===== src/sv/assert_macros.svh =====
// Concurrent assertion helpers, clocked on clk and disabled in reset.
`ifndef ASSERT_MACROS_SVH
`define ASSERT_MACROS_SVH

`define ASSERT_CLK(lbl, prop, msg) \
    lbl: assert property (@(posedge clk) disable iff (!rst_n) (prop)) else $error(msg);

`define ASSERT_IMPLIES(lbl, ante, cons, msg) \
    `ASSERT_CLK(lbl, (ante) |-> (cons), msg)

`define ASSERT_NEXT(lbl, ante, cons, msg) \
    `ASSERT_CLK(lbl, (ante) |=> (cons), msg)

`endif


===== src/sv/utf8d_pkg.sv =====
package utf8d_pkg;

    localparam int CP_W = 21;

    typedef enum logic [2:0] {
        CLS_ASCII,
        CLS_LEAD2,
        CLS_LEAD3,
        CLS_LEAD4,
        CLS_INVALID
    } byte_class_t;

    typedef struct packed {
        logic [7:0] text_byte;
        logic       final_byte;
    } item_t;

    typedef struct packed {
        logic [CP_W-1:0] code_point;
        logic            code_point_valid;
        logic            skipped_byte;
        logic            truncated;
        logic            text_end;
    } result_t;

    typedef struct packed {
        byte_class_t cls;
        logic [7:0]  text_byte;
        logic        final_byte;
    } entry_t;

endpackage


===== src/sv/utf8_code_point_decoder_top.sv =====
// Lenient streaming UTF-8 decoder: one byte per transaction on the item channel, one result
// per byte on the result channel, in order. Sustained rate is one byte per clock while the
// result channel is ready, set by the sequence state update in the back end; each result passes
// the classify register, a queue entry and the output register in that order before it is
// offered. Bytes following a lead are not checked; invalid leads are flagged as skipped, and a
// sequence open at the final byte is flagged as truncated. Every final byte returns the decoder
// to its lead-expecting state. QUEUE_DEPTH sets the entries between classifier and decoder
// (2 or more).
module utf8_code_point_decoder_top #(
    parameter int QUEUE_DEPTH = 2
) (
    input  logic               clk,
    input  logic               rst_n,
    input  logic               item_valid,
    output logic               item_ready,
    input  utf8d_pkg::item_t   item,
    output logic               result_valid,
    input  logic               result_ready,
    output utf8d_pkg::result_t result
);
    import utf8d_pkg::*;

    logic   f_valid;
    logic   f_ready;
    entry_t f_ent;
    logic   q_valid;
    logic   q_ready;
    entry_t q_ent;

    utf8d_front u_front (
        .clk        (clk),
        .rst_n      (rst_n),
        .item_valid (item_valid),
        .item_ready (item_ready),
        .item       (item),
        .ent_valid  (f_valid),
        .ent_ready  (f_ready),
        .ent        (f_ent)
    );

    utf8d_queue #(
        .DEPTH (QUEUE_DEPTH)
    ) u_queue (
        .clk        (clk),
        .rst_n      (rst_n),
        .push_valid (f_valid),
        .push_ready (f_ready),
        .push_data  (f_ent),
        .pop_valid  (q_valid),
        .pop_ready  (q_ready),
        .pop_data   (q_ent)
    );

    utf8d_back u_back (
        .clk          (clk),
        .rst_n        (rst_n),
        .ent_valid    (q_valid),
        .ent_ready    (q_ready),
        .ent          (q_ent),
        .result_valid (result_valid),
        .result_ready (result_ready),
        .result       (result)
    );

endmodule


===== src/sv/utf8d_front.sv =====
module utf8d_front (
    input  logic             clk,
    input  logic             rst_n,
    input  logic             item_valid,
    output logic             item_ready,
    input  utf8d_pkg::item_t item,
    output logic             ent_valid,
    input  logic             ent_ready,
    output utf8d_pkg::entry_t ent
);
    import utf8d_pkg::*;

    logic        valid_reg;
    entry_t      ent_reg;
    entry_t      ent_next;
    byte_class_t cls;

    always_comb
    begin
        case (item.text_byte) inside
            [8'h00:8'h7F]: cls = CLS_ASCII;
            [8'hC0:8'hDF]: cls = CLS_LEAD2;
            [8'hE0:8'hEF]: cls = CLS_LEAD3;
            [8'hF0:8'hF7]: cls = CLS_LEAD4;
            default:       cls = CLS_INVALID;
        endcase
        ent_next.cls        = cls;
        ent_next.text_byte  = item.text_byte;
        ent_next.final_byte = item.final_byte;
    end

    assign item_ready = !valid_reg || ent_ready;
    assign ent_valid  = valid_reg;
    assign ent        = ent_reg;

    always_ff @(posedge clk or negedge rst_n)
    begin
        if (!rst_n)
        begin
            valid_reg <= 1'b0;
        end
        else if (item_ready)
        begin
            valid_reg <= item_valid;
        end
    end

    always_ff @(posedge clk)
    begin
        if (item_valid && item_ready)
        begin
            ent_reg <= ent_next;
        end
    end

endmodule


===== src/sv/utf8d_queue.sv =====
`include "assert_macros.svh"

module utf8d_queue #(
    parameter int DEPTH = 2
) (
    input  logic              clk,
    input  logic              rst_n,
    input  logic              push_valid,
    output logic              push_ready,
    input  utf8d_pkg::entry_t push_data,
    output logic              pop_valid,
    input  logic              pop_ready,
    output utf8d_pkg::entry_t pop_data
);
    import utf8d_pkg::*;

    localparam int PTR_W = (DEPTH > 1) ? $clog2(DEPTH) : 1;
    localparam int CNT_W = $clog2(DEPTH + 1);

    entry_t             slots [DEPTH];
    logic [PTR_W-1:0]   wr_ptr_reg;
    logic [PTR_W-1:0]   rd_ptr_reg;
    logic [CNT_W-1:0]   count_reg;
    logic               push;
    logic               pop;

    assign push_ready = count_reg < CNT_W'(DEPTH);
    assign pop_valid  = count_reg != '0;
    assign push       = push_valid && push_ready;
    assign pop        = pop_valid && pop_ready;
    assign pop_data   = slots[rd_ptr_reg];

    always_ff @(posedge clk or negedge rst_n)
    begin
        if (!rst_n)
        begin
            wr_ptr_reg <= '0;
            rd_ptr_reg <= '0;
            count_reg  <= '0;
        end
        else
        begin
            if (push)
            begin
                wr_ptr_reg <= (wr_ptr_reg == PTR_W'(DEPTH - 1)) ? '0 : wr_ptr_reg + 1'b1;
            end
            if (pop)
            begin
                rd_ptr_reg <= (rd_ptr_reg == PTR_W'(DEPTH - 1)) ? '0 : rd_ptr_reg + 1'b1;
            end
            if (push && !pop)
            begin
                count_reg <= count_reg + 1'b1;
            end
            else if (pop && !push)
            begin
                count_reg <= count_reg - 1'b1;
            end
        end
    end

    always_ff @(posedge clk)
    begin
        if (push)
        begin
            slots[wr_ptr_reg] <= push_data;
        end
    end

    `ASSERT_CLK(a_count_bound, count_reg <= CNT_W'(DEPTH), "queue count beyond depth")
    `ASSERT_NEXT(a_pop_drains, pop && !push && count_reg == CNT_W'(1), !pop_valid, "queue not empty after last pop")

endmodule


===== src/sv/utf8d_back.sv =====
`include "assert_macros.svh"

module utf8d_back (
    input  logic               clk,
    input  logic               rst_n,
    input  logic               ent_valid,
    output logic               ent_ready,
    input  utf8d_pkg::entry_t  ent,
    output logic               result_valid,
    input  logic               result_ready,
    output utf8d_pkg::result_t result
);
    import utf8d_pkg::*;

    logic [CP_W-1:0] partial_reg;
    logic [CP_W-1:0] partial_next;
    logic [1:0]      remain_reg;
    logic [1:0]      remain_next;
    logic [1:0]      remain_dec;
    logic [CP_W-1:0] shifted;
    logic            out_valid_reg;
    result_t         out_reg;
    result_t         out_next;
    logic            take;

    assign ent_ready    = !out_valid_reg || result_ready;
    assign take         = ent_valid && ent_ready;
    assign result_valid = out_valid_reg;
    assign result       = out_reg;
    assign shifted      = {partial_reg[CP_W-7:0], ent.text_byte[5:0]};
    assign remain_dec   = remain_reg - 2'd1;

    always_comb
    begin
        partial_next = partial_reg;
        remain_next  = remain_reg;
        out_next     = '0;
        if (remain_reg == 2'd0)
        begin
            case (ent.cls)
                CLS_ASCII:
                begin
                    out_next.code_point       = CP_W'(ent.text_byte[6:0]);
                    out_next.code_point_valid = 1'b1;
                end
                CLS_LEAD2:
                begin
                    partial_next = CP_W'(ent.text_byte[4:0]);
                    remain_next  = 2'd1;
                end
                CLS_LEAD3:
                begin
                    partial_next = CP_W'(ent.text_byte[3:0]);
                    remain_next  = 2'd2;
                end
                CLS_LEAD4:
                begin
                    partial_next = CP_W'(ent.text_byte[2:0]);
                    remain_next  = 2'd3;
                end
                default:
                begin
                    out_next.skipped_byte = 1'b1;
                end
            endcase
        end
        else
        begin
            remain_next = remain_dec;
            if (remain_dec == 2'd0)
            begin
                out_next.code_point       = shifted;
                out_next.code_point_valid = 1'b1;
                partial_next              = '0;
            end
            else
            begin
                partial_next = shifted;
            end
        end
        if (ent.final_byte)
        begin
            out_next.truncated = remain_next != 2'd0;
            partial_next       = '0;
            remain_next        = 2'd0;
        end
        out_next.text_end = ent.final_byte;
    end

    always_ff @(posedge clk or negedge rst_n)
    begin
        if (!rst_n)
        begin
            partial_reg   <= '0;
            remain_reg    <= 2'd0;
            out_valid_reg <= 1'b0;
        end
        else
        begin
            if (take)
            begin
                partial_reg <= partial_next;
                remain_reg  <= remain_next;
            end
            if (ent_ready)
            begin
                out_valid_reg <= ent_valid;
            end
        end
    end

    always_ff @(posedge clk)
    begin
        if (take)
        begin
            out_reg <= out_next;
        end
    end

    // end of text always leaves the decoder expecting a lead
    `ASSERT_NEXT(a_final_clears, take && ent.final_byte, remain_reg == 2'd0 && partial_reg == '0, "state not cleared after final byte")
    `ASSERT_IMPLIES(a_trunc_at_end, out_valid_reg && out_reg.truncated, out_reg.text_end, "truncation flagged away from text end")
    `ASSERT_IMPLIES(a_one_outcome, out_valid_reg, !(out_reg.code_point_valid && (out_reg.skipped_byte || out_reg.truncated)), "conflicting result flags")

endmodule


===== config.mk =====
export PLATFORM = sky130hd
export DESIGN_NAME = utf8_code_point_decoder_top
export DESIGN_NICKNAME = d
export VERILOG_FILES = /design/src/sv/utf8d_pkg.sv /design/src/sv/utf8_code_point_decoder_top.sv /design/src/sv/utf8d_front.sv /design/src/sv/utf8d_queue.sv /design/src/sv/utf8d_back.sv
export VERILOG_INCLUDE_DIRS = /design/src /design/src/sv
export SDC_FILE = /design/constraint.sdc
export NUM_CORES = 1
export LEC_CHECK = 0
export ABC_AREA = 1
export BUFFER_PORTS_ARGS = -buffer_cell sky130_fd_sc_hd__buf_2
export CAP_MARGIN = 10
export CORE_MARGIN = 2
export CORE_UTILIZATION = 45
export DETAILED_ROUTE_END_ITERATION = 7
export SLEW_MARGIN = 10
export SYNTH_ARGS = -nofsm -noshare
export SYNTH_HDL_FRONTEND = slang
export SYNTH_SLANG_ARGS = --single-unit

===== constraint.sdc =====
create_clock -name clk -period 1.8 [get_ports clk]
set_input_delay 0.27 -clock clk [delete_from_list [all_inputs] [get_ports clk]]
set_output_delay 0.27 -clock clk [all_outputs]
set_load 0.03 [all_outputs]

==> reports/results.ini, run 1 <==
[logic_synthesis]
yosys.area.top_type_share = 0.5200
yosysTopAreaCell = edfxtp_1
synth_cell_type_count = 29
synth-seq-cells = 81
syn_area_mm2 = 0.003349
yosys_warnings = 0
postSynthAreaPerCell_um2 = 12.05
synth_seq_area_share = 0.6918
synthCells = 278
ys_top_cells_by_area = edfxtp_1 52%, dfrtp_1 17%, nand2_2 4.7%
synthesis.nets = 292

[sta]
finClkSkew_ps = 7.202
min_period_ps = 1628
fmax_mhz = 614.3
rsz0062_at_grt = no
setup_viol = 0
drv_slew = 0
worstMarginPinSlew_ps = 546.5
max-slew-margin-rel = 0.6357
period_share = 0.9043
hold_viol = 0
timing.setup.tns_ps = 0

[placement]
dp_cells = 415
dp_hpwl_um = 3445
place.gp.congestion = 0.7618
port-buffer-count = 39

[route]
finalWirelength_um = 5087
drc = 0
wl_per_cell_um = 11.78
first_iter_violations = 68
viasPerCell = 4.581
num_vias = 1979
ant_nets = 0
dr.pass1.iters = 4

[floorplan]
ios = 40
start_util = 0.4643
core_area_mm2 = 0.007214
die_w_um = 90.28
die_area_mm2 = 0.008150
rows = 31
die_h_um = 90.28

[worst_setup_path]
r2r_cells = 6
path_cells = inv_2 > nand2_1 > nand2_1 > nor2_1 > nand3_1 > a21boi_0
cp.required_ps = 1970
worstSetupEndpointType = flip-flop
path_buf_inv = 1
slowest_delay_ps = 520
reg2reg_to = u_back.result[8]$_DFFE_PP_
reg2reg_setup_slack_ps = 170
crit_type = flip-flop to flip-flop
cp_slowest_cell = dfrtp_2
critPathArrivalTime_ps = 1790
startpoint_type = flip-flop
crit_top_cell = nand2_1
critPathMaxFanout = 15
reg2reg_from = u_queue.rd_ptr_reg$_DFFE_PN0P_
crit_family = simple AND/OR/NAND/NOR gates

[power_and_ir_drop]
peakVddDrop_mv = 0.6513
p_leak_uw = 0.001642
p_per_area_mw_per_mm2 = 1886

[grt]
grt_max_degree = 45
grt_first_pass_wirelength_um = 8756
groute.usage.overall = 0.1361
grt_overflow = 0
antenna_found_initial = 0
first_global_vias = 1969

[clock_network]
tritoncts = yes
clk_latency_ps = 340
postCtsSetupBuffers = 0
clockRootBuffer = clkbuf_8
cts_sinks = 81
htreeDepth = 3
clockBufferDepth = 2
cts_inserted_buffers = 9
path_clk_slew_ps = 80

[cells_and_area]
area_delta_synth_final_pct = 16.10
antenna_cells = 0
nets = 342
layout-drive-gt1-share = 0.3093
fin_cells = 432
largest_reg_flops = 25

[run]
maxCapViolations = 0

[hold_path]
worstHoldPathCells = 1
hold_path_class = input pin to flip-flop
min_from = item[0]
hold_end = u_front.ent[0]$_DFFE_PP_

[status]
status = complete, no violations

-- power by group --
group,switching [uW],internal [uW],total [uW]
clock,627,777,1400
sequential,235,2780,3010
combinational,2070,851,2920
-- worst max-delay path by stage --
stage	start	end	slack [ps]	cells past startpoint
floorplan	u_back.result_valid$_DFFE_PN0N_	u_queue.count_reg[1]$_DFFE_PN0P_	0.3	9
global placement	u_queue.rd_ptr_reg$_DFFE_PN0P_	u_back.result[8]$_DFFE_PP_	70	6
detailed placement	u_queue.rd_ptr_reg$_DFFE_PN0P_	u_back.result[8]$_DFFE_PP_	30	6
CTS	u_queue.rd_ptr_reg$_DFFE_PN0P_	u_back.result[8]$_DFFE_PP_	7	6
global route	u_queue.rd_ptr_reg$_DFFE_PN0P_	u_back.partial_reg[10]$_DFFE_PN0P_	40	8
finish	u_queue.rd_ptr_reg$_DFFE_PN0P_	u_back.result[8]$_DFFE_PP_	170	6
-- per-stage QoR --
| step | hold WS [ps] | setup WS [ps] | util | area (um2) | power [uW] |
|---|---|---|---|---|---|
| final | 98.35 | 172.2 | 0.5390 | 3889 | 7334 |
| after global routing | 80.30 | 39.50 | 0.5390 | 3889 | 7805 |
| after CTS | 76.04 | 7.228 | 0.5388 | 3887 | 7411 |
| after detailed placement | 290.8 | 32.73 | 0.5071 | 3659 | 5983 |
| after global placement | 291.5 | 70.31 | 0.5071 | 3659 | 5960 |
| after floorplan | -25.59 | 0.2801 | - | 3349 | 5363 |
-- area by class of cell --
cell class / instances / area [um2]
Multi-Input combinational cell: 158 / 840.8
Fill cell: 671 / 3326
Timing Repair Buffer: 47 / 270.3
Sequential cell: 81 / 2318
Tap cell: 99 / 123.9
Clock buffer: 9 / 123.9
Inverter: 31 / 116.4
Clock inverter: 7 / 95.09
-- cell families after synthesis --
group | share of synthesized area
AND/OR/NAND/NOR | 0.1875
flip-flops | 0.6918
buffers and inverters | 0.05715
AO/OA/AOI/OAI | 0.04632
XOR/XNOR | 0.01046
multiplexers | 0.002989
adder cells (fa/ha/maj) | 0.003735
-- cell usage after synthesis (all sizes together) --
library cell and number:
nand2 60, o22ai 2, a21boi 2, nand3 23, xor2 3, nor2 39, xnor2 1, dfrtp 23
mux2i 1, or2 5, buf 4, inv 31, ha 1, clkbuf 4, a21oi 12, o21ai 9
edfxtp 58
-- layer usage --
layer,track usage,part of all wire
met3,0.03255,0.037
met4,0.07051,0.019
met2,0.2206,0.50
met1,0.1709,0.44
met5,0,0
-- cells in the final DEF, fill, tap and decap left out, drive strengths merged, types with 3 or more instances in the layout --
master	n
nor2	39
nand3	23
dfrtp	23
clkbuf	9
clkinvlp	3
buf	46
or2	5
xor2	3
inv	31
a21oi	12
nand2	60
edfxtp	58
o21ai	9
-- timing repair --
item                                    in CTS  in global routing
endpoints found under the setup margin       0                 22
gates resized for setup                      0                  1
hold buffers                                 1                  0
endpoints found under the hold margin       23                  0
Note: power is estimated with default switching activity, not from simulation.
==> run 2: changes to the inputs <==
CORE_UTILIZATION = 57   (was 45)
PLACE_DENSITY = 0.78   (was not set)
==> run 2 against run 1 <==
Net effect:
- worst setup slack got worse by 65 ps
- clock power rose by 9%
- sequential share of layout area rose by 0.52 points
- worst hold slack got worse by 1.2 ps
- core utilization rose by 15 points
- global-route usage rose by 4.8 points
- cell count fell by 6.7%
- combinational power fell by 1%
- via count rose by 2.1%
- design area fell by 0.87%
- largest cell class unchanged
==> reports/results.ini, run 2 (same netlist as run 1, synthesis figures left out) <==
[cells_and_area]
design_area_mm2 = 0.003855
ff_latch_area_mm2 = 0.002318
multi_input_area_um2 = 840.8
fill_cells = 423
largest_reg_flops = 25
antenna_cells = 0
area_delta_synth_final_pct = 15.09
final_common_cell = edfxtp_1
layout-drive-gt1-share = 0.3021
fin_cells = 403
fin_util = 0.6916
nets = 340
layout.cells.most_common_list = 58 x edfxtp_1, 39 x buf_2, 37 x nor2_1

[route]
drc = 0
ant_nets = 0
finalWirelength_um = 5158
dr.pass1.iters = 5
num_vias = 2020
viasPerCell = 5.012
first_iter_violations = 123
wl_per_cell_um = 12.80

[clock_network]
cts_inserted_buffers = 9
cts_sinks = 81
clockRootBuffer = clkbuf_8
htreeDepth = 3
clockBufferDepth = 2
clk_latency_ps = 350
tritoncts = yes
path_clk_slew_ps = 80
postCtsSetupBuffers = 0

[placement]
dp_hpwl_um = 3526
placed_area_mm2 = 0.003610
dp_cells = 386
port-buffer-count = 39
place.gp.congestion = 0.7695

[floorplan]
die_area_mm2 = 0.006505
ios = 40
rows = 27
die_h_um = 80.66
start_util = 0.6009
core_area_mm2 = 0.005574
die_w_um = 80.66

[sta]
max-slew-margin-rel = 0.6277
min_period_ps = 1692
worstMarginPinSlew_ps = 558.4
rsz0062_at_grt = yes
drv_slew = 0
period_share = 0.9402
setup_viol = 0
finClkSkew_ps = 12.58
timing.setup.tns_ps = 0
hold_viol = 0
fmax_mhz = 590.9

[worst_setup_path]
critPathMaxFanout = 15
worstSetupEndpointType = flip-flop
startpoint_type = flip-flop
path_cells = inv_2 > nand2_1 > nand2_1 > nor2_1 > nand3_1 > o22ai_1
cp.required_ps = 1960
cp_slowest_cell = dfrtp_2
slowest_delay_ps = 500
crit_top_cell = nand2_1
crit_type = flip-flop to flip-flop
critPathArrivalTime_ps = 1860

[grt]
groute.usage.overall = 0.1836
antenna_found_initial = 0
grt_max_degree = 45
first_global_vias = 1950
grt_first_pass_wirelength_um = 8666
grt_overflow = 0

[power_and_ir_drop]
p_per_area_mw_per_mm2 = 1925
peakVddDrop_mv = 0.9290
p_comb_frac = 0.387
p_switching_uw = 2909
swShare = 0.3919
intPower_uw = 4513
power_frac_clock = 0.206
total_power_uw = 7422
p_seq_frac = 0.406
p_leak_uw = 0.001648

[hold_path]
hold_path_class = input pin to flip-flop

[status]
status = complete, no violations

[run]
maxCapViolations = 0

-- run 2: worst paths after layout --
kind | startpoint | to | slack, ps | depth (start not counted)
max | u_queue.rd_ptr_reg$_DFFE_PN0P_ | u_back.result[10]$_DFFE_PP_ | 110 | 6
min | item[1] | u_front.ent[1]$_DFFE_PP_ | 100 | 1
max reg2reg | u_queue.rd_ptr_reg$_DFFE_PN0P_ | u_back.result[10]$_DFFE_PP_ | 110 | 6
min reg2reg | u_front.ent[3]$_DFFE_PP_ | u_queue.slots[1][3]$_DFFE_PP_ | 450 | 0
max in group asynchronous | rst_n | u_queue.rd_ptr_reg$_DFFE_PN0P_ | 940 | 2
min in group asynchronous | rst_n | u_back.partial_reg[10]$_DFFE_PN0P_ | 460 | 2
-- run 2: cell type report --
type | count | area share
flip-flops and latches | 81 | 0.6014
multi-input cells | 158 | 0.2181
repair buffers | 45 | 0.06621
clock buffers | 10 | 0.03311
inverters | 31 | 0.03019
clock inverters | 6 | 0.02759
well taps | 72 | 0.02337
-- run 2: critical path, delay by kind of cell (launching register included) --
kind / cells / cell delay [ps]
buffers and inverters: 1 / 120
flip-flops: 1 / 500
AND/OR/NAND/NOR: 4 / 560
AO/OA/AOI/OAI: 1 / 310
-- run 2: what timing repair did --
item | in CTS | in global routing
gates resized for setup | 1 | 0
endpoints found under the hold margin | 23 | 0
setup endpoints to repair | 1 | 2
hold buffers | 1 | 0
-- run 2: power by group through the flow --
stage	clock network, uW	logic (uW)	registers (uW)
CTS	1570	2900	3030
floorplan	0	1810	3560
detailed placement	0	2890	3060
global route	1630	3160	3090
finish	1530	2880	3020
global placement	0	2820	3040
-- run 2: routing by layer --
layer / GRT usage / wire length [um] / vias to the layer above
met5: 0 / 0 / -
met4: 0.09153 / 102 / 0
met3: 0.05169 / 260 / 11
met2: 0.3125 / 2672 / 51
met1: 0.2124 / 2123 / 945
li1: - / - / 1013
-- run 2: through the flow --
step	setup slack, ps	hold WS [ps]
2_1_floorplan	0.2801	-25.59
4_1_cts	142.5	80.28
3_3_place_gp	108.1	282.0
6_report	107.7	97.11
3_5_place_dp	35.11	288.9
5_1_grt	-2.778	85.24
==> run 3: changes to the inputs <==
BUFFER_PORTS_ARGS = -buffer_cell sky130_fd_sc_hd__buf_4   (was -buffer_cell sky130_fd_sc_hd__buf_2)
CELL_PAD_IN_SITES_DETAIL_PLACEMENT = 0   (was not set)
CELL_PAD_IN_SITES_GLOBAL_PLACEMENT = 1   (was not set)
CORE_UTILIZATION = 46   (was 57)
PLACE_DENSITY = not set   (was 0.78)
PLACE_DENSITY_LB_ADDON = 0.1   (was not set)
==> run 3 against run 2 <==
Net effect:
- core utilization fell by 13 points
- first-iteration DRC count fell by 7.3%
- cell count rose by 7.4%
- via count fell by 2.6%
- non-clock buffer count rose by 3
- largest cell class unchanged
- clock skew fell by 3.1 ps
- highest routed layer unchanged
- clock-buffer cell count rose by 2
==> reports/results.ini, run 3 (same netlist as run 1, synthesis figures left out) <==
[status]
status = complete, no violations

[clock_network]
cts_sinks = 81
path_clk_slew_ps = 70
clockBufferDepth = 2
htreeDepth = 3
clockRootBuffer = clkbuf_8
cts_inserted_buffers = 9
postCtsSetupBuffers = 0
tritoncts = yes
clk_latency_ps = 350

[cells_and_area]
layout.cells.most_common_list = 58 x edfxtp_1, 46 x buf_4, 37 x nor2_1
layout-drive-gt1-share = 0.3054
multi_input_area_um2 = 845.8
fin_cells = 433
fill_cells = 642
antenna_cells = 0
area_delta_synth_final_pct = 19.20
largest_reg_flops = 25
ff_latch_area_mm2 = 0.002317
final_common_cell = edfxtp_1
nets = 343

[sta]
timing.setup.tns_ps = 0
max-slew-margin-rel = 0.7543
period_share = 0.9060
min_period_ps = 1631
worstMarginPinSlew_ps = 368.6
hold_viol = 0
timing.hold.ws_ps = 90.90
fmax_mhz = 613.2
rsz0062_at_grt = no
drv_slew = 0
setup_viol = 0
finClkSkew_ps = 9.488

[power_and_ir_drop]
total_power_uw = 7533
peakVddDrop_mv = 0.8351
p_per_area_mw_per_mm2 = 1887
p_leak_uw = 0.001685

[grt]
antenna_found_initial = 0
grt_overflow = 0
groute.usage.overall = 0.1540
first_global_vias = 1866
grt_max_degree = 45
grt_first_pass_wirelength_um = 8866

[route]
dr.pass1.iters = 4
first_iter_violations = 114
ant_nets = 0
viasPerCell = 4.543
wl_per_cell_um = 12.04
num_vias = 1967
finalWirelength_um = 5212
drc = 0

[worst_setup_path]
critPathArrivalTime_ps = 1860
crit_type = flip-flop to flip-flop
cp.required_ps = 2030
reg2reg_setup_slack_ps = 170
startpoint_type = flip-flop
critPathMaxFanout = 3
path_cells = inv_1 > a21oi_4 > inv_1 > ha_1 > a21oi_1 > o21ai_0 > xor2_1
slowest_delay_ps = 370
cp_slowest_cell = dfrtp_1
crit_top_cell = inv_1
worstSetupEndpointType = flip-flop
path_buf_inv = 2
crit_family = compound AO/OA/AOI/OAI gates

[floorplan]
die_h_um = 89.33
die_w_um = 89.33
core_area_mm2 = 0.007137
start_util = 0.4693
rows = 31
die_area_mm2 = 0.007980
ios = 40

[placement]
dp_cells = 416
port-buffer-count = 39
dp_hpwl_um = 3588
place.gp.congestion = 0.7981

[run]
maxCapViolations = 0

[hold_path]
hold_path_class = input pin to flip-flop

[run 3: cell types whose count changed in the layout (fill, tap and decap cells not counted)]
| cell | change |
|---|---|
| buf_2 | -39 |
| buf_4 | +42 |
| bufinv_16 | -1 |
| clkbuf_1 | +1 |
| clkbuf_8 | +1 |
| clkinvlp_4 | -1 |
| dfrtp_1 | +1 |
| dfrtp_2 | -1 |
| nand3_1 | -1 |
| nand3_2 | +1 |
[run 3: worst paths after layout]
path	from	endpoint	cells past startpoint
max	u_queue.count_reg[1]$_DFFE_PN0P_	u_queue.count_reg[1]$_DFFE_PN0P_	7
min	item[0]	u_front.ent[0]$_DFFE_PP_	1
max reg2reg	u_queue.count_reg[1]$_DFFE_PN0P_	u_queue.count_reg[1]$_DFFE_PN0P_	7
min reg2reg	u_front.ent[7]$_DFFE_PP_	u_queue.slots[1][7]$_DFFE_PP_	0
max in group asynchronous	rst_n	u_back.partial_reg[5]$_DFFE_PN0P_	2
min in group asynchronous	rst_n	u_back.partial_reg[9]$_DFFE_PN0P_	2
[run 3: report_power, final]
part | switching, uW | internal, uW
Sequential | 237 | 2780
Combinational | 2080 | 1020
Clock | 607 | 813
Total | 2920 | 4610
[run 3: metal layers]
| layer | vias to the layer above | wire (um) | track usage |
|---|---|---|---|
| li1 | 1016 | - | - |
| met1 | 903 | 2269 | 0.1960 |
| met2 | 39 | 2615 | 0.2391 |
| met3 | 9 | 221 | 0.04524 |
| met4 | 0 | 107 | 0.08141 |
| met5 | - | 0 | 0 |
[run 3: area by class of cell]
type / count / area share
Clock buffer: 12 / 0.03635
Clock inverter: 4 / 0.01724
Inverter: 31 / 0.02914
Multi-Input combinational cell: 158 / 0.2118
Sequential cell: 81 / 0.5804
Tap cell: 99 / 0.03102
Timing Repair Buffer: 48 / 0.09401
[run 3: per-stage QoR]
stage               worst slack, ps    util  instance area (um2)
floorplan                    0.2801       -                 3349
global placement              184.3  0.5273                 3764
detailed placement            173.3  0.5273                 3764
CTS                           137.8  0.5587                 3988
global route                  2.220  0.5594                 3993
finish                        169.1  0.5594                 3993
[run 3: what timing repair did]
item	CTS	global route
endpoints found under the hold margin	23	0
setup endpoints to repair	0	1
resized for setup	0	1
hold buffers	1	0
